### src/rtl/fbp_pkg.sv
`default_nettype none

package fbp_pkg;

  localparam int NUM_BINS    = 32;
  localparam int MAX_RESULTS = 32;

  localparam int IDX_W     = $clog2(NUM_BINS);
  localparam int SCAN_W    = $clog2(NUM_BINS + 1);
  localparam int RCNT_W    = $clog2(MAX_RESULTS + 1);
  localparam int SIZE_W    = 16;
  localparam int OUT_IDX_W = 5;

  localparam logic [15:0] CAP_RESET = 16'd50;

  localparam logic CMD_PLACE  = 1'b0;
  localparam logic CMD_REPORT = 1'b1;

  // Commands from the controller to the datapath.
  typedef struct packed {
    logic load_item;
    logic pipe_adv;
    logic place_commit;
    logic place_fail;
    logic rep_take;
    logic rep_flush;
  } fbp_cmd_t;

  // Status from the datapath to the controller.
  typedef struct packed {
    logic eval_vld;
    logic place_hit;
    logic rep_hit;
    logic scan_end;
    logic out_free;
    logic pend_vld;
  } fbp_stat_t;

  // The result carries the low OUT_IDX_W bits of the bin number, which with 32 bins is the whole number.
  function automatic logic [OUT_IDX_W-1:0] idx_to_out(input logic [IDX_W-1:0] idx);
    logic [IDX_W+OUT_IDX_W-1:0] wide;
    wide = {{OUT_IDX_W{1'b0}}, idx};
    return wide[OUT_IDX_W-1:0];
  endfunction

endpackage

`default_nettype wire

### src/rtl/fbp_ram.sv
`default_nettype none

module fbp_ram #(
  parameter int WIDTH = 16,
  parameter int DEPTH = 32
) (
  input  wire logic                     clk,
  input  wire logic                     wr_en,
  input  wire logic [$clog2(DEPTH)-1:0] wr_addr,
  input  wire logic [WIDTH-1:0]         wr_data,
  input  wire logic                     rd_en,
  input  wire logic [$clog2(DEPTH)-1:0] rd_addr,
  output logic      [WIDTH-1:0]         rd_data
);

  logic [WIDTH-1:0] mem [DEPTH];

  always_ff @(posedge clk) begin
    if (wr_en) begin
      mem[wr_addr] <= wr_data;
    end
    if (rd_en) begin
      rd_data <= mem[rd_addr];
    end
  end

endmodule

`default_nettype wire

### src/rtl/fbp_ctrl.sv
`default_nettype none

module fbp_ctrl (
  input  wire logic              clk,
  input  wire logic              rst_n,
  input  wire logic              in_valid,
  input  wire logic              in_command,
  output logic                   in_stall,
  input  wire fbp_pkg::fbp_stat_t stat,
  output fbp_pkg::fbp_cmd_t      cmd
);

  import fbp_pkg::*;

  typedef enum logic [1:0] {
    ST_IDLE,
    ST_PLACE,
    ST_REPORT
  } state_t;

  state_t state_r;
  state_t state_nxt;
  logic   accept;

  assign in_stall = (state_r != ST_IDLE);
  assign accept   = in_valid && !in_stall;

  always_comb begin
    state_nxt = state_r;
    cmd       = '0;
    unique case (state_r)
      ST_IDLE: begin
        if (accept) begin
          cmd.load_item = 1'b1;
          state_nxt     = (in_command == CMD_REPORT) ? ST_REPORT : ST_PLACE;
        end
      end
      ST_PLACE: begin
        if (stat.scan_end) begin
          if (stat.out_free) begin
            cmd.place_fail = 1'b1;
            state_nxt      = ST_IDLE;
          end
        end else if (stat.eval_vld && stat.place_hit) begin
          // Hold the scan on the chosen bin until the result word can be loaded.
          if (stat.out_free) begin
            cmd.place_commit = 1'b1;
            state_nxt        = ST_IDLE;
          end
        end else begin
          cmd.pipe_adv = 1'b1;
        end
      end
      ST_REPORT: begin
        if (stat.scan_end) begin
          if (stat.out_free) begin
            cmd.rep_flush = 1'b1;
            state_nxt     = ST_IDLE;
          end
        end else if (stat.eval_vld && stat.rep_hit) begin
          if (!stat.pend_vld || stat.out_free) begin
            cmd.rep_take = 1'b1;
            cmd.pipe_adv = 1'b1;
          end
        end else begin
          cmd.pipe_adv = 1'b1;
        end
      end
      default: begin
        state_nxt = ST_IDLE;
      end
    endcase
  end

  always_ff @(posedge clk) begin
    if (!rst_n) begin
      state_r <= ST_IDLE;
    end else begin
      state_r <= state_nxt;
    end
  end

endmodule

`default_nettype wire

### src/rtl/fbp_datapath.sv
`default_nettype none

module fbp_datapath (
  input  wire logic                             clk,
  input  wire logic                             rst_n,
  input  wire logic                             cfg_wr_en,
  input  wire logic [15:0]                      cfg_wr_data,
  input  wire logic [fbp_pkg::SIZE_W-1:0]       in_item_size,
  input  wire fbp_pkg::fbp_cmd_t                cmd,
  output fbp_pkg::fbp_stat_t                    stat,
  output logic                                  out_valid,
  input  wire logic                             out_stall,
  output logic [fbp_pkg::OUT_IDX_W-1:0]         out_bin_index,
  output logic [15:0]                           out_room_left,
  output logic                                  out_bin_now_full,
  output logic                                  out_no_room,
  output logic                                  out_none_to_report,
  output logic                                  out_last_result
);

  import fbp_pkg::*;

  localparam logic [SCAN_W-1:0] SCAN_LEN = SCAN_W'(NUM_BINS);
  localparam logic [RCNT_W-1:0] RCNT_MAX = RCNT_W'(MAX_RESULTS);

  logic [15:0]       cap_r;
  logic [SIZE_W-1:0] size_r;
  logic              used_r   [NUM_BINS];
  logic              closed_r [NUM_BINS];

  logic [SCAN_W-1:0] addr_r;
  logic [IDX_W-1:0]  eval_idx_r;
  logic              eval_vld_r;
  logic [RCNT_W-1:0] rcnt_r;

  logic              pend_vld_r;
  logic [IDX_W-1:0]  pend_idx_r;
  logic [15:0]       pend_room_r;

  logic              out_valid_r;
  logic [OUT_IDX_W-1:0] out_idx_r;
  logic [15:0]       out_room_r;
  logic              out_full_r;
  logic              out_noroom_r;
  logic              out_none_r;
  logic              out_last_r;

  logic [OUT_IDX_W-1:0] out_idx_nxt;
  logic [15:0]       out_room_nxt;
  logic              out_full_nxt;
  logic              out_noroom_nxt;
  logic              out_none_nxt;
  logic              out_last_nxt;
  logic              load_out;

  logic              rd_en;
  logic [15:0]       cur_room;
  logic              cur_used;
  logic              cur_closed;
  logic              oversize;
  logic [15:0]       new_room;
  logic              new_full;
  logic              out_free;

  fbp_ram #(
    .WIDTH (16),
    .DEPTH (NUM_BINS)
  ) u_room_ram (
    .clk     (clk),
    .wr_en   (cmd.place_commit),
    .wr_addr (eval_idx_r),
    .wr_data (new_room),
    .rd_en   (rd_en),
    .rd_addr (addr_r[IDX_W-1:0]),
    .rd_data (cur_room)
  );

  assign rd_en      = cmd.pipe_adv && (addr_r != SCAN_LEN);
  assign cur_used   = used_r[eval_idx_r];
  assign cur_closed = closed_r[eval_idx_r];
  assign oversize   = size_r > cap_r;
  assign out_free   = !out_valid_r || !out_stall;

  always_comb begin
    if (!cur_used) begin
      new_room = oversize ? 16'd0 : (cap_r - size_r);
      new_full = !oversize && (new_room == 16'd0);
    end else begin
      new_room = cur_room - size_r;
      new_full = (new_room == 16'd0);
    end
  end

  always_comb begin
    stat.eval_vld  = eval_vld_r;
    stat.place_hit = !cur_used ||
                     (!cur_closed && (cur_room != 16'd0) && (size_r <= cur_room));
    stat.rep_hit   = cur_used && !cur_closed && (cur_room != 16'd0) && (rcnt_r < RCNT_MAX);
    stat.scan_end  = !eval_vld_r && (addr_r == SCAN_LEN);
    stat.out_free  = out_free;
    stat.pend_vld  = pend_vld_r;
  end

  always_ff @(posedge clk) begin
    if (!rst_n) begin
      cap_r <= CAP_RESET;
    end else if (cfg_wr_en) begin
      cap_r <= cfg_wr_data;
    end
  end

  always_ff @(posedge clk) begin
    if (cmd.load_item) begin
      size_r <= in_item_size;
    end
  end

  always_ff @(posedge clk) begin
    if (!rst_n) begin
      for (int i = 0; i < NUM_BINS; i++) begin
        used_r[i]   <= 1'b0;
        closed_r[i] <= 1'b0;
      end
    end else if (cmd.place_commit) begin
      used_r[eval_idx_r]   <= 1'b1;
      closed_r[eval_idx_r] <= cur_used ? cur_closed : oversize;
    end
  end

  // Scan pipeline: addr_r is the bin being read, eval_idx_r the bin whose room is on rd_data.
  always_ff @(posedge clk) begin
    if (!rst_n) begin
      addr_r     <= '0;
      eval_vld_r <= 1'b0;
      eval_idx_r <= '0;
    end else if (cmd.load_item) begin
      addr_r     <= '0;
      eval_vld_r <= 1'b0;
    end else if (cmd.pipe_adv) begin
      eval_vld_r <= rd_en;
      if (rd_en) begin
        eval_idx_r <= addr_r[IDX_W-1:0];
        addr_r     <= addr_r + SCAN_W'(1);
      end
    end
  end

  // A report keeps its newest hit pending, since only the end of the scan tells which is last.
  always_ff @(posedge clk) begin
    if (!rst_n) begin
      pend_vld_r <= 1'b0;
      rcnt_r     <= '0;
    end else if (cmd.load_item) begin
      pend_vld_r <= 1'b0;
      rcnt_r     <= '0;
    end else if (cmd.rep_take) begin
      pend_vld_r <= 1'b1;
      rcnt_r     <= rcnt_r + RCNT_W'(1);
    end else if (cmd.rep_flush) begin
      pend_vld_r <= 1'b0;
    end
  end

  always_ff @(posedge clk) begin
    if (cmd.rep_take) begin
      pend_idx_r  <= eval_idx_r;
      pend_room_r <= cur_room;
    end
  end

  always_comb begin
    out_idx_nxt    = '0;
    out_room_nxt   = '0;
    out_full_nxt   = 1'b0;
    out_noroom_nxt = 1'b0;
    out_none_nxt   = 1'b0;
    out_last_nxt   = 1'b1;
    load_out       = 1'b0;
    if (cmd.place_commit) begin
      load_out     = 1'b1;
      out_idx_nxt  = idx_to_out(eval_idx_r);
      out_room_nxt = new_room;
      out_full_nxt = new_full;
    end else if (cmd.place_fail) begin
      load_out       = 1'b1;
      out_noroom_nxt = 1'b1;
    end else if (cmd.rep_take && pend_vld_r) begin
      load_out     = 1'b1;
      out_idx_nxt  = idx_to_out(pend_idx_r);
      out_room_nxt = pend_room_r;
      out_last_nxt = 1'b0;
    end else if (cmd.rep_flush) begin
      load_out = 1'b1;
      if (pend_vld_r) begin
        out_idx_nxt  = idx_to_out(pend_idx_r);
        out_room_nxt = pend_room_r;
      end else begin
        out_none_nxt = 1'b1;
      end
    end
  end

  always_ff @(posedge clk) begin
    if (!rst_n) begin
      out_valid_r <= 1'b0;
    end else if (load_out) begin
      out_valid_r <= 1'b1;
    end else if (!out_stall) begin
      out_valid_r <= 1'b0;
    end
  end

  always_ff @(posedge clk) begin
    if (load_out) begin
      out_idx_r    <= out_idx_nxt;
      out_room_r   <= out_room_nxt;
      out_full_r   <= out_full_nxt;
      out_noroom_r <= out_noroom_nxt;
      out_none_r   <= out_none_nxt;
      out_last_r   <= out_last_nxt;
    end
  end

  assign out_valid          = out_valid_r;
  assign out_bin_index      = out_idx_r;
  assign out_room_left      = out_room_r;
  assign out_bin_now_full   = out_full_r;
  assign out_no_room        = out_noroom_r;
  assign out_none_to_report = out_none_r;
  assign out_last_result    = out_last_r;

endmodule

`default_nettype wire

### src/rtl/first_fit_bin_packer.sv
// Channel  Handshake              Payload
// in       in_valid / in_stall    in_command, in_item_size
// out      out_valid / out_stall  out_bin_index, out_room_left, out_bin_now_full,
//                                 out_no_room, out_none_to_report, out_last_result
// cfg      cfg_wr_en              cfg_wr_data (bin capacity)
//
// Each word scans the bins in order through the room memory's single read port,
// one bin per cycle, except while a stalled output pauses the scan.
// One word is worked on at a time; in_stall is high from acceptance until the
// last result word is loaded into the output register.
// Reset (rst_n low, synchronous) marks every bin unused and sets the capacity to 50.
// A stalled output holds its word and pauses the scan when another result is due.
`default_nettype none

module first_fit_bin_packer (
  input  wire logic        clk,
  input  wire logic        rst_n,
  input  wire logic        cfg_wr_en,
  input  wire logic [15:0] cfg_wr_data,
  input  wire logic        in_valid,
  output logic             in_stall,
  input  wire logic        in_command,
  input  wire logic [15:0] in_item_size,
  output logic             out_valid,
  input  wire logic        out_stall,
  output logic [4:0]       out_bin_index,
  output logic [15:0]      out_room_left,
  output logic             out_bin_now_full,
  output logic             out_no_room,
  output logic             out_none_to_report,
  output logic             out_last_result
);

  import fbp_pkg::*;

  fbp_cmd_t  cmd;
  fbp_stat_t stat;

  fbp_ctrl u_ctrl (
    .clk        (clk),
    .rst_n      (rst_n),
    .in_valid   (in_valid),
    .in_command (in_command),
    .in_stall   (in_stall),
    .stat       (stat),
    .cmd        (cmd)
  );

  fbp_datapath u_datapath (
    .clk                (clk),
    .rst_n              (rst_n),
    .cfg_wr_en          (cfg_wr_en),
    .cfg_wr_data        (cfg_wr_data),
    .in_item_size       (in_item_size),
    .cmd                (cmd),
    .stat               (stat),
    .out_valid          (out_valid),
    .out_stall          (out_stall),
    .out_bin_index      (out_bin_index),
    .out_room_left      (out_room_left),
    .out_bin_now_full   (out_bin_now_full),
    .out_no_room        (out_no_room),
    .out_none_to_report (out_none_to_report),
    .out_last_result    (out_last_result)
  );

`ifndef SYNTHESIS
  a_busy_after_accept: assert property (@(posedge clk) disable iff (!rst_n)
    (in_valid && !in_stall) |=> in_stall)
    else $error("input not stalled after a word was accepted");

  a_noroom_fields: assert property (@(posedge clk) disable iff (!rst_n)
    (out_valid && out_no_room) |->
      (out_room_left == 16'd0 && !out_bin_now_full && out_last_result))
    else $error("no_room word carries stray fields");

  a_full_zero_room: assert property (@(posedge clk) disable iff (!rst_n)
    (out_valid && out_bin_now_full) |-> (out_room_left == 16'd0))
    else $error("full bin reported with room left");

  a_none_is_last: assert property (@(posedge clk) disable iff (!rst_n)
    (out_valid && out_none_to_report) |-> (out_last_result && !out_no_room))
    else $error("empty report word is not the last word");
`endif

endmodule

`default_nettype wire

### config.mk
export PLATFORM = sky130hd
export DESIGN_NAME = first_fit_bin_packer
export DESIGN_NICKNAME = d
export VERILOG_FILES = /design/src/rtl/fbp_pkg.sv /design/src/rtl/fbp_ram.sv /design/src/rtl/fbp_ctrl.sv /design/src/rtl/fbp_datapath.sv /design/src/rtl/first_fit_bin_packer.sv
export SDC_FILE = /design/constraint.sdc
export NUM_CORES = 1
export LEC_CHECK = 0
export BUFFER_PORTS_ARGS = -buffer_cell sky130_fd_sc_hd__buf_4
export CAP_MARGIN = 20
export CORE_MARGIN = 4
export CORE_UTILIZATION = 38
export CTS_BUF_LIST = sky130_fd_sc_hd__clkbuf_8
export DETAILED_ROUTE_END_ITERATION = 12
export MAX_ROUTING_LAYER = met4
export PLACE_DENSITY = 0.61
export SYNTH_ARGS = -nofsm -noshare
export SYNTH_HDL_FRONTEND = slang
export SYNTH_HIERARCHICAL = 1
export SYNTH_SLANG_ARGS = --single-unit
### constraint.sdc
create_clock -name clk -period 8.6 [get_ports clk]
set_input_delay 0.86 -clock clk [delete_from_list [all_inputs] [get_ports clk]]
set_output_delay 0.86 -clock clk [all_outputs]
set_load 0.02 [all_outputs]
## Word-level counts from Yosys, hierarchy flattened

Memory sizes are Yosys's and may differ from the RTL's. A register that Yosys moved wholly into a read port is not among the register bits.
Index checks and enable logic that the tools add are counted.

| storage, ports and cells | value |
|---|---|
| bits in registers | 100 |
| latch bits | 0 |
| memory bits (writable) | 576 |
| bits in read-only memories | 0 |
| output and inout bits | 27 |
| word-level logic and storage cells | 137 |
| memories | 3 |

| operators by class | value |
|---|---|
| add/sub/neg operators | 4 |
| multiply operators | 0 |
| div/mod/pow operators | 0 |
| order comparisons | 3 |
| eq/ne operators | 8 |
| shift-type cells | 0 |
| mux-type cells | 62 |
| bitwise logic cells | 3 |
| reduce and logical (&&, ||, !) cells | 37 |

Memories:

| name | depth | width | rd ports | clocked after memory_dff | write ports | line | source |
|---|---|---|---|---|---|---|---|
| u_datapath.u_room_ram.mem | 32 | 16 | 1 | 1 | 1 | fbp_ram.sv:16 | `logic [WIDTH-1:0] mem [DEPTH];` |
| u_datapath.closed_r | 32 | 1 | 1 | 1 | 32 | fbp_datapath.sv:29 | `logic closed_r [NUM_BINS];` |
| u_datapath.used_r | 32 | 1 | 1 | 1 | 32 | fbp_datapath.sv:28 | `logic used_r [NUM_BINS];` |

Operators by type and width:

| kind | number |
|---|---|
| 16-bit two-way mux | 7 |
| 5-bit two-way mux | 11 |
| 1-bit two-way mux | 33 |
| 16-bit zero test | 2 |
| 16-bit subtractor | 2 |
| 2-bit two-way mux | 9 |
| 16-bit greater-than comparator | 1 |
| 16-bit <= comparator | 1 |
| 16-bit nonzero test | 1 |
| 6-bit by 1-bit adder with 6-bit output, second input constant | 2 |
| 1-bit logical AND | 12 |
| 1-bit zero test | 8 |
| 6-bit == test, second input constant | 1 |
| 6-bit less-than comparator, second input constant | 1 |
| 6-bit inequality test, second input constant | 1 |
| 2-bit case mux with 3 select lines | 1 |
| 3-bit AND reduction | 2 |
| 2-bit by 1-bit inequality test with 1-bit output, second input constant | 2 |
| 2-bit nonzero test | 2 |
| 2-bit OR reduction | 2 |
| 4-bit OR reduction | 1 |
| 1-bit logical OR | 3 |
| 3-bit by 2-bit inequality test with 1-bit output, second input constant | 1 |
| 1-bit inverter | 3 |
| other kinds (7) | 8 |

## Depth between registers and ports, before layout

Gate-level depths: netlist (run 1).

| logic depth | value |
|---|---|
| depth after elaboration | 13 |
| depth in mapped cells | 22 |

## By module

The synthesis (run 1) kept the hierarchy.

By module, submodules not included:

| module | instances | cells an instance | area each (um2) | sequential area each (um2) |
|---|---|---|---|---|
| fbp_ram | 1 | 1143 | 20696.1 | 15855.2 |
| fbp_datapath | 1 | 806 | 8175.3 | 3963.8 |
| fbp_ctrl | 1 | 29 | 251.5 | 40.0 |

## Least setup slack after synthesis (run 1)

Ideal clock, no wire load.

| path | value |
|---|---|
| path kind | reg-to-reg |
| from | reg u_datapath.size_r[0] |
| to | reg u_datapath.out_full_r, in the netlist u_datapath/out_bin_now_full, data pin |
| setup time | 152 ps |
| arrival | 4244 ps |
| slack | 4204 ps |
| stages on the path, launching flop included | 21 |
| buffers on the path | 1 |
| cells stage by stage | edfxtp_1 > ha_1 > inv_1 > fa_1 > a211oi_1 > o21ai_0 > a21oi_1 > o21ai_0 > o21ai_0 > a21oi_1 > o21a_1 > nor2_1 > o21ai_0 > and4_1 > clkbuf_1 > nand3_1 > or4_1 > or4_1 > nor4_1 > or4b_1 > o22ai_1 |

RTL lines:

| element | line | source |
|---|---|---|
| start, declared | fbp_datapath.sv:27 | `logic [SIZE_W-1:0] size_r;` |
| start signal, assigned | fbp_datapath.sv:114 | `size_r <= in_item_size;` |
| end signal, assigned | fbp_datapath.sv:217 | `out_full_r <= out_full_nxt;` |
| end, declared | fbp_datapath.sv:43 | `logic out_full_r;` |

==> run_results.csv, run 1 <==
group,metric,value,unit
routing,wl_per_cell,22.17,um
clock_network,clock_latency,720,ps
global_route,track_usage,17.75,%
timing,finalCritPeriodShare,62.65,%
timing,rsz0062_at_grt,"false",
pwr,ir_drop,118.3,uV
clock_network,cts.clk_slew.worst_paths,70,ps
finish,final_cell_mix,"edfxtp_1 (590), mux2i_1 (300), nand2_1 (140), buf_4 (122), clkbuf_8 (112)",
run_status,status,"finished clean",
worst_setup_path,crit_fanout,29,
worst_setup_path,r2r_slack,3210,ps
global_route,grtUsageMet1,23.51,%
job,max-cap-violations,0,
synth,synth-seq-cells,697,
worst_hold_path,min_to,"u_datapath/size_r[10]$_DFFE_PP_",
finish,multi_input_area,8492,um^2
worst_setup_path,criticalPathCategory,"reg -> reg",
timing,period_minus_slack,5388,ps
timing,fin_skew,31.56,ps
timing,worst_pin_slew,1127,ps
worst_hold_path,hold_path_class,"in -> reg",
worst_hold_path,hold_depth,1,
global_route,grt_pass1_vias,17360,
timing,fmax,0.1856,GHz
clock_network,htree_num_levels,3,
synth,synth-edff-count,590,
worst_setup_path,crit_path_end_kind,"register",
finish,finish.instance_area,32740,um^2
worst_setup_path,r2r.worst_path.cells,13,
synth,yosys_warnings,6,
clock_network,cts_sinks,697,
synth,syn-num-nets,2057,
finish,ff_latch_area,19860,um^2
die,start_util,38.35,%
finish,nets,2189,
placement,hpwl,42930,um
placement,io_buffers,64,
clock_network,post_cts_buffers,0,
die,die_h,284.8,um
worst_setup_path,crit_path_start_kind,"register",
die,num_rows,101,
routing,drc,0,
routing,via_per_inst,5.362,
timing,relSlewSlack,24.85,%
global_route,gr-total-overflow,0,
pwr,power_leakage,10.87,nW
routing,antenna_left,0,
global_route,antenna_found_initial,2,
clock_network,cts_resized,0,
synth,yosys-top-cells-area,"edfxtp_1 (61%), mux2i_1 (10%), dfxtp_1 (7.4%)",
worst_setup_path,r2r_end,"u_datapath/out_bin_now_full$_SDFFCE_PN0P_",
routing,firstDrtPassIters,5,
clock_network,cts_tree,"done",
finish,layout_commonest_cell,"edfxtp_1",
pwr,powerDensity,214.2,nW/um^2
die,die_x,284.8,um
synth,ys_types,66,
worst_setup_path,crit_arrival,5940,ps
synth,ys_async_sr_fraction,0,%
global_route,grt_pass1_wl,107100,um
routing,drt_wl_total,71610,um
clock_network,clockRootBuffer,"clkbuf_8",
die,core_area,75950,um^2
die,dieArea,81130,um^2
global_route,groute.layer.met3.usage,2.926,%
synth,yosysTopAreaCellShare,60.84,%
worst_hold_path,min_from,"in_item_size[10]",
finish,drive_above_1_share,13.47,%
synth,synth_cells,1978,
routing,vias,17320,
die,pin_count,65,
timing,finalHoldViolCount,0,
finish,area_growth,12.41,%
worst_setup_path,crit_required,9150,ps
clock_network,postCtsHoldBufs,0,
clock_network,cts.path.max_buffers,3,
synth,ys_dominant_reg_cell,"edfxtp_1",
global_route,busiest_layer,"met2",
finish,fill_cells,6824,
timing,setup_viol,0,
timing,drv_slew,0,
global_route,grt_util_met2,27.38,%
clock_network,numCtsBuffers,108,
timing,fin_setup_tns,0,ps
synth,yosysSeqAreaShare,68.19,%
global_route,grt_max_degree,137,
routing,drtIter0Drc,1576,
synth,syn_area,29120,um^2
synth,yosys.area.top_type,"edfxtp_1",
placement,postPlaceCellArea,30710,um^2
synth,synth.avg_cell_area,14.72,um^2
placement,routabilityCongestion,0.8482,
-- report_power, final --
part / total (W) / switching, W / internal, W
clock network: 0.00253 / 0.00126 / 0.00126
logic: 0.000709 / 0.000457 / 0.000252
registers: 0.00378 / 0.0000315 / 0.00375
total: 0.00701 / 0.00175 / 0.00526
-- synthesized netlist by cell type, types with 4 or more instances --
master and instances:
edfxtp_1 590, mux2i_1 301, nand2_1 140, dfxtp_1 107, nor2_1 106, a22oi_1 65
nand3_1 61, a21oi_1 59, a22o_1 58, ha_1 39, inv_1 35, clkbuf_1 32
nor3_1 29, o21ai_0 28, buf_2 26, buf_4 25, nand4_1 24, a21o_1 22
a31oi_1 20, o21ai_1 18, xnor2_1 17, mux4_2 14, nand3b_1 14, xor2_1 13
nand2b_1 11, o21a_1 11, nor2b_1 10, a211oi_1 8, nor4_1 8, buf_6 7
buf_8 6, buf_12 5, nor3b_1 5, and4_1 4, nand4b_1 4, o2bb2ai_1 4
or3b_2 4, or4_1 4
-- routing by layer --
layer	wire length (um)	vias to the layer above
li1	-	7891
met1	31510	8638
met2	32980	606
met3	4189	185
met4	2941	0
met5	0	-
-- per-stage QoR --
stage	total power (W)	hold slack [ps]	setup slack [ps]	utilization (%)	cells
finish	0.007013	325.9	3212	43.10	3230
global route	0.007299	289.1	2734	43.10	3229
CTS	0.007076	270.1	3127	43.00	3224
detailed placement	0.004544	441.3	3153	40.43	3026
global placement	0.004529	432.9	3390	40.42	3025
floorplan	0.004329	418.5	4204	-	1978
-- sequential cells by signal (all words and copies together) (netlist names), 2 cells and up, named ones only --
name and count:
u_datapath/used_r 32, u_ctrl/state_r 2, u_datapath/out_room_left 16, u_datapath/addr_r 6, u_datapath/out_bin_index 5, u_datapath/rcnt_r 6, u_datapath/cap_r 16, u_datapath/pend_room_r 16
u_datapath/eval_idx_r 5, u_datapath/pend_idx_r 5, u_datapath/u_room_ram/mem 512, u_datapath/size_r 16, u_datapath/closed_r 32, u_datapath/u_room_ram/rd_data 16
-- worst max-delay path: stages (launching register included) --
cell     delay, ps
dfxtp_1        950
mux4_2         610
mux2i_1        170
nor3b_1         90
or4_1          780
o21ai_0        210
and4_1         280
buf_4          360
nand3_1        110
or4_1          390
or4_1          410
nor4_1         230
or4b_1         460
o22ai_1        170
-- how the worst max path moves through the flow --
stage	slack, ps	startpoint	end	cells after the start
2_1_floorplan	4200	u_datapath/size_r[0]$_DFFE_PP_	u_datapath/out_bin_now_full$_SDFFCE_PN0P_	20
3_3_place_gp	3390	register	u_datapath/u_room_ram/mem[28][0]$_DFFE_PP_	9
3_5_place_dp	3150	register	u_datapath/u_room_ram/mem[28][8]$_DFFE_PP_	9
4_1_cts	3130	register	u_datapath/u_room_ram/mem[28][1]$_DFFE_PP_	9
5_1_grt	2730	register	u_datapath/out_bin_now_full$_SDFFCE_PN0P_	13
6_report	3210	register	u_datapath/out_bin_now_full$_SDFFCE_PN0P_	13
-- area by class of cell --
cell class                 instances  area share (%)
antenna                            2         0.01529
clock buffer                     112           4.709
clock inverter                    86           1.261
inverter                          36          0.4128
multi-input combinational       1141           25.94
sequential                       697           60.67
tap                             1030           3.937
timing repair buffer             126           3.054
-- kinds of logic (layout without fill, tap and decap cells) --
logic type,after synthesis,count (layout),synth area share [%]
xor+xnor,30,30,0.9022
flops,697,697,68.19
other cells,0,2,0
simple gates,436,436,7.097
compound gates,319,319,7.639
fa+ha+maj,41,41,1.813
buf+inv,140,360,2.930
mux,315,315,11.43
No activity file was read; power rests on OpenSTA's default activity.
==> run 2, diff against run 1 <==
--- a/config.mk
+++ b/config.mk
@@ -12,7 +12,7 @@
 export CTS_BUF_LIST = sky130_fd_sc_hd__clkbuf_8
 export DETAILED_ROUTE_END_ITERATION = 12
 export MAX_ROUTING_LAYER = met4
-export PLACE_DENSITY = 0.61
+export PLACE_DENSITY = 0.63
 export SYNTH_ARGS = -nofsm -noshare
 export SYNTH_HDL_FRONTEND = slang
 export SYNTH_HIERARCHICAL = 1
==> constraint.sdc (replaced) <==
create_clock -name clk -period 4.5 [get_ports clk]
set_input_delay 0.45 -clock clk [delete_from_list [all_inputs] [get_ports clk]]
set_output_delay 0.45 -clock clk [all_outputs]
set_load 0.02 [all_outputs]
==> run_results.csv, run 2 (synthesis gave the netlist of run 1 again) <==
group,metric,value,unit
finish,reg_top3,"u_datapath/u_room_ram/mem (512), u_datapath/closed_r (32), u_datapath/used_r (32)",
timing,finalCritPeriodShare,97.02,%
global_route,grt_pass1_vias,17370,
placement,io_buffers,64,
worst_setup_path,max_stage_delay,500,ps
clock_network,htree_num_levels,3,
clock_network,cts.path.max_buffers,3,
finish,largest_register,"u_datapath/u_room_ram/mem",
worst_setup_path,cp_top_family,"simple AND/OR/NAND/NOR gates",
global_route,grt_pass1_wl,106800,um
die,core_area,75950,um^2
clock_network,cts.clk_slew.worst_paths,60,ps
placement,placed_cells,3065,
clock_network,cts_tree,"done",
global_route,gr-total-overflow,0,
finish,fill_cells,6756,
timing,rsz0062_at_grt,"true",
pwr,powerDensity,406.7,nW/um^2
routing,via_per_inst,5.293,
worst_setup_path,crit_slowest_cell,"edfxtp_1",
placement,hpwl,45670,um
routing,drc,0,
die,start_util,38.35,%
pwr,ir_drop,244.2,uV
timing,worst_pin_slew,1107,ps
worst_setup_path,crit_path_end_kind,"register",
routing,vias,17470,
timing,relSlewSlack,26.07,%
worst_setup_path,crit_fanout,5,
finish,instances_no_fill,3300,
job,max-cap-violations,0,
die,pin_count,65,
routing,drt_wl_total,72030,um
finish,nets,2260,
clock_network,clockRootBuffer,"clkbuf_8",
finish,area_growth,15.54,%
routing,drtIter0Drc,1418,
worst_setup_path,crit_path_start_kind,"register",
timing,fmax,0.2291,GHz
worst_setup_path,crit_arrival,4930,ps
worst_setup_path,cpMostUsedCell,"nor4_2",
die,num_rows,101,
clock_network,cts_sinks,697,
clock_network,numCtsBuffers,109,
clock_network,clock_latency,710,ps
routing,firstDrtPassIters,8,
run_status,status,"finished clean",
finish,layout_commonest_cell,"edfxtp_1",
die,dieArea,81130,um^2
timing,setup_viol,0,
timing,drv_slew,0,
pwr,total_power,0.01369,W
global_route,antenna_found_initial,6,
die,die_h,284.8,um
worst_setup_path,crit_chain,"ha_1 > nand4_1 > nor4_2 > o21ai_0 > a21oi_1 > o21a_1 > nor2_1 > o21ai_1 > and4_1 > nand3_1 > or4_1 > or4_4 > nor4_2 > or4b_1 > o22ai_1",
worst_setup_path,crit_required,5060,ps
timing,fin_setup_tns,0,ps
global_route,grt_max_degree,128,
global_route,track_usage,17.76,%
finish,largest_reg_flops,512,
finish,final_cell_mix,"edfxtp_1 (590), mux2i_1 (300), buf_4 (145), nand2_1 (140), clkbuf_8 (115)",
worst_setup_path,path_buf_inv,0,
pwr,power_leakage,11.30,nW
worst_hold_path,hold_path_class,"in -> reg",
timing,period_minus_slack,4366,ps
timing,fin_skew,30.69,ps
timing,finalHoldViolCount,0,
finish,drive_above_1_share,15.13,%
die,die_x,284.8,um
routing,wl_per_cell,21.83,um
routing,antenna_left,0,
placement,routabilityCongestion,0.9118,
worst_setup_path,criticalPathCategory,"reg -> reg",
run 2: cell types whose count changed in the layout (fill, tap and decap cells not counted), sizes merged:
cell	previous run	this run
buf	125	164
bufinv	2	4
clkbuf	113	115
clkinv	45	34
clkinvlp	2	4
diode	2	3
dlygate4sd3	0	32
inv	73	76
run 2: power by group:
group	switching (W)	internal (W)	leakage, nW
Sequential	0.0000419	0.00716	6.25
Combinational	0.000927	0.000544	3.86
Clock	0.00243	0.00259	1.19
Total	0.00340	0.0103	11.3
run 2: stage by stage:
| stage | utilization [%] | instance area [um^2] | hold WS [ps] | setup slack, ps |
|---|---|---|---|---|
| 6_report | 44.30 | 33650 | 76.58 | 134.1 |
| 5_1_grt | 44.30 | 33650 | 25.26 | -78.44 |
| 4_1_cts | 44.21 | 33570 | 7.819 | 45.61 |
| 3_5_place_dp | 41.09 | 31210 | 436.1 | -107.2 |
| 3_3_place_gp | 41.09 | 31210 | 430.7 | -28.85 |
| 2_1_floorplan | - | 29120 | 418.5 | 103.7 |
run 2: final timing paths:
path,to,cells past startpoint,from,slack (ps)
worst max-delay path,u_datapath/out_bin_now_full$_SDFFCE_PN0P_,15,u_datapath/u_room_ram/rd_data[8]$_DFFE_PP_,130
worst max register to register,u_datapath/out_bin_now_full$_SDFFCE_PN0P_,15,u_datapath/u_room_ram/rd_data[8]$_DFFE_PP_,130
worst min-delay path,u_ctrl/state_r[1]$_SDFFE_PN0P_,3,in_command,80
worst min register to register,u_datapath/used_r[1]$_DFF_P_,2,u_datapath/used_r[1]$_DFF_P_,440
run 2: cell type report:
class                   count  area, um^2  area share [%]
flip-flops and latches    697       19860           59.03
multi-input cells        1141        8526           25.34
repair buffers            196        1784           5.302
well taps                1030        1289           3.830
clock inverters            82       461.7           1.372
inverters                  36       135.1          0.4016
clock buffers             115        1583           4.704
diodes                      3       7.507         0.02231
run 2: metal layers:
metal	part of all wire, %	vias up	track usage [%]
li1	-	8033	-
met1	43	8643	23.17
met2	47	640	27.54
met3	7.4	151	3.853
met4	3.2	0	6.383
met5	0	-	-
run 2: worst min-delay path, cell delays in order:
cell and delay (ps):
buf_4 130, nand3_1 80, mux2i_1 70
run 2: repair_timing:
item	in CTS	in global routing
pin swaps	0	3
hold buffers	32	0
hold endpoints to repair	32	0
setup endpoints to repair	1	170
resized for setup	2	8
setup buffers	0	2
==> run 3, diff against run 2 <==
--- a/config.mk
+++ b/config.mk
@@ -7,7 +7,7 @@
 export LEC_CHECK = 0
 export BUFFER_PORTS_ARGS = -buffer_cell sky130_fd_sc_hd__buf_4
 export CAP_MARGIN = 20
-export CORE_MARGIN = 4
+export CORE_ASPECT_RATIO = 0.6
 export CORE_UTILIZATION = 38
 export CTS_BUF_LIST = sky130_fd_sc_hd__clkbuf_8
 export DETAILED_ROUTE_END_ITERATION = 12
==> constraint.sdc (replaced) <==
create_clock -name clk -period 3.6 [get_ports clk]
set_input_delay 0.36 -clock clk [delete_from_list [all_inputs] [get_ports clk]]
set_output_delay 0.36 -clock clk [all_outputs]
set_load 0.02 [all_outputs]
==> run_results.csv, run 3 (synthesis gave the netlist of run 1 again) <==
group,metric,value,unit
finish,final_cell_mix,"edfxtp_1 (590), mux2i_1 (300), buf_4 (194), nand2_1 (135), clkbuf_8 (107)",
clock_network,htree_num_levels,3,
timing,finalHoldViolCount,0,
global_route,grtUsageMet1,30.30,%
worst_setup_path,criticalPathCategory,"reg -> reg",
timing,fin_skew,31.27,ps
worst_setup_path,crit_arrival,4690,ps
timing,setup_viol,962,
finish,nets,2383,
global_route,groute.layer.met3.usage,3.431,%
finish,drive_above_1_share,21.31,%
global_route,grt_max_degree,122,
finish,largest_register,"u_datapath/u_room_ram/mem",
pwr,powerDensity,476.0,nW/um^2
timing,drv_slew,0,
clock_network,cts_tree,"done",
finish,largest_reg_flops,512,
run_status,status,"finished with violations",
routing,vias,18310,
finish,layout_commonest_cell,"edfxtp_1",
clock_network,cts_sinks,697,
routing,firstDrtPassIters,5,
timing,fmax,0.2413,GHz
worst_setup_path,r2r_end,"u_datapath/out_bin_now_full$_SDFFCE_PN0P_",
placement,io_buffers,64,
finish,finish.instance_area,35680,um^2
global_route,grt_pass1_vias,18130,
finish,area_growth,22.52,%
clock_network,clockRootBuffer,"clkbuf_8",
pwr,sequentialPowerShare,52.9,%
placement,hpwl,47080,um
die,core_area,75730,um^2
worst_hold_path,min_to,"u_datapath/cap_r[0]$_SDFFE_PN0P_",
finish,num_antenna_cells,0,
pwr,p_clk_share,35.1,%
routing,antenna_left,0,
global_route,busiest_layer,"met1",
timing,finalCritPeriodShare,115.1,%
routing,drt_wl_total,73830,um
timing,fin_setup_tns,-156070,ps
die,pin_count,65,
pwr,switching_share,24.82,%
pwr,p_int,0.01277,W
finish,reg_top3,"u_datapath/u_room_ram/mem (512), u_datapath/closed_r (32), u_datapath/used_r (32)",
clock_network,cts.path.max_buffers,3,
worst_setup_path,r2r_slack,-540,ps
worst_setup_path,r2r.worst_path.cells,14,
pwr,ir_drop,234.0,uV
global_route,track_usage,19.54,%
global_route,grt_pass1_wl,111800,um
die,die_h,216.4,um
pwr,p_sw,0.004215,W
global_route,grt_util_met2,26.15,%
worst_setup_path,crit_required,4150,ps
clock_network,cts.clk_slew.worst_paths,60,ps
routing,drc,0,
placement,routabilityCongestion,0.9126,
worst_setup_path,crit_path_end_kind,"register",
timing,period_minus_slack,4145,ps
timing,relSlewSlack,35.69,%
routing,via_per_inst,5.405,
die,dieArea,77790,um^2
die,die_x,359.4,um
die,num_rows,78,
worst_hold_path,hold_path_class,"in -> reg",
global_route,gr-total-overflow,0,
run_status,violations,"setup timing",
worst_hold_path,hold_depth,3,
worst_setup_path,crit_path_start_kind,"register",
job,max-cap-violations,0,
pwr,p_comb_share,12.0,%
worst_hold_path,min_from,"cfg_wr_en",
placement,placed_cells,3124,
worst_setup_path,crit_fanout,5,
finish,instances_no_fill,3388,
clock_network,clock_latency,710,ps
placement,postPlaceCellArea,32420,um^2
timing,whs,131.3,ps
timing,worst_slack,-545.0,ps
die,start_util,38.45,%
clock_network,numCtsBuffers,101,
timing,rsz0062_at_grt,"true",
pwr,total_power,0.01698,W
routing,wl_per_cell,21.79,um
timing,worst_pin_slew,964.7,ps
routing,drtIter0Drc,1892,
pwr,power_leakage,12.14,nW
global_route,antenna_found_initial,1,
[run 3: cell count changes in the layout (fill, tap and decap cells not counted), moves of 6 or more]
cell	before	now
nor2_1	105	79
bufbuf_16	0	10
clkbuf_8	115	107
dlygate4sd3_1	32	38
buf_12	18	63
nor2_2	2	8
buf_6	0	16
buf_4	145	194
nor2_4	1	21
[run 3: worst max-delay path by stage]
stage                                                endpoint  slack [ps]
floorplan           u_datapath/out_bin_now_full$_SDFFCE_PN0P_        -390
detailed placement  u_datapath/out_bin_now_full$_SDFFCE_PN0P_        -580
CTS                 u_datapath/out_bin_now_full$_SDFFCE_PN0P_        -570
finish              u_datapath/out_bin_now_full$_SDFFCE_PN0P_        -540
global route        u_datapath/out_bin_now_full$_SDFFCE_PN0P_        -630
global placement    u_datapath/out_bin_now_full$_SDFFCE_PN0P_        -560
[run 3: area by class of cell]
class,instances,area [um^2]
timing repair buffer,327,3756
multi-input combinational,1141,8780
inverter,36,138.9
fill,6423,40050
sequential,697,19870
clock inverter,80,415.4
tap,1000,1251
clock buffer,107,1473
[run 3: layer usage]
layer	up-vias	wire length (um)
li1	8297	-
met1	9265	36680
met2	659	30170
met3	91	5835
met4	0	1141
met5	-	0
[run 3: per-stage QoR]
step                      worst slack [ps]  utilization, %
after CTS                           -570.6           47.00
after global routing                -631.9           47.11
after detailed placement            -582.4           42.81
after floorplan                     -391.4               -
final                               -545.0           47.11
after global placement              -563.5           42.81
[run 3: worst max-delay path: stages (launching register included)]
cell and delay (ps):
dfxtp_4 380, buf_12 130, mux4_2 530, mux4_2 480, mux2i_1 160, buf_4 160, nand2_2 70, o21ai_2 140
and4_4 260, nand3_1 70, or4_1 390, or4_1 410, nor4_1 180, or4b_1 480, o22ai_2 160
[run 3: power by group through the flow]
stage                     Combinational [W]  Clock [W]  Sequential (W)
after floorplan                     0.00120          0         0.00915
after global placement              0.00192          0         0.00915
after detailed placement            0.00194          0         0.00916
after CTS                           0.00202    0.00610         0.00898
after global routing                0.00220    0.00645         0.00899
final                               0.00205    0.00595         0.00898
[run 3: what timing repair did]
action,4_1_cts,5_1_grt
cloned,16,0
hold buffers,38,0
endpoints found under the setup margin,807,1170
buffers inserted,17,9
pin swaps,27,7
gates resized for setup,92,4
endpoints found under the hold margin,34,0
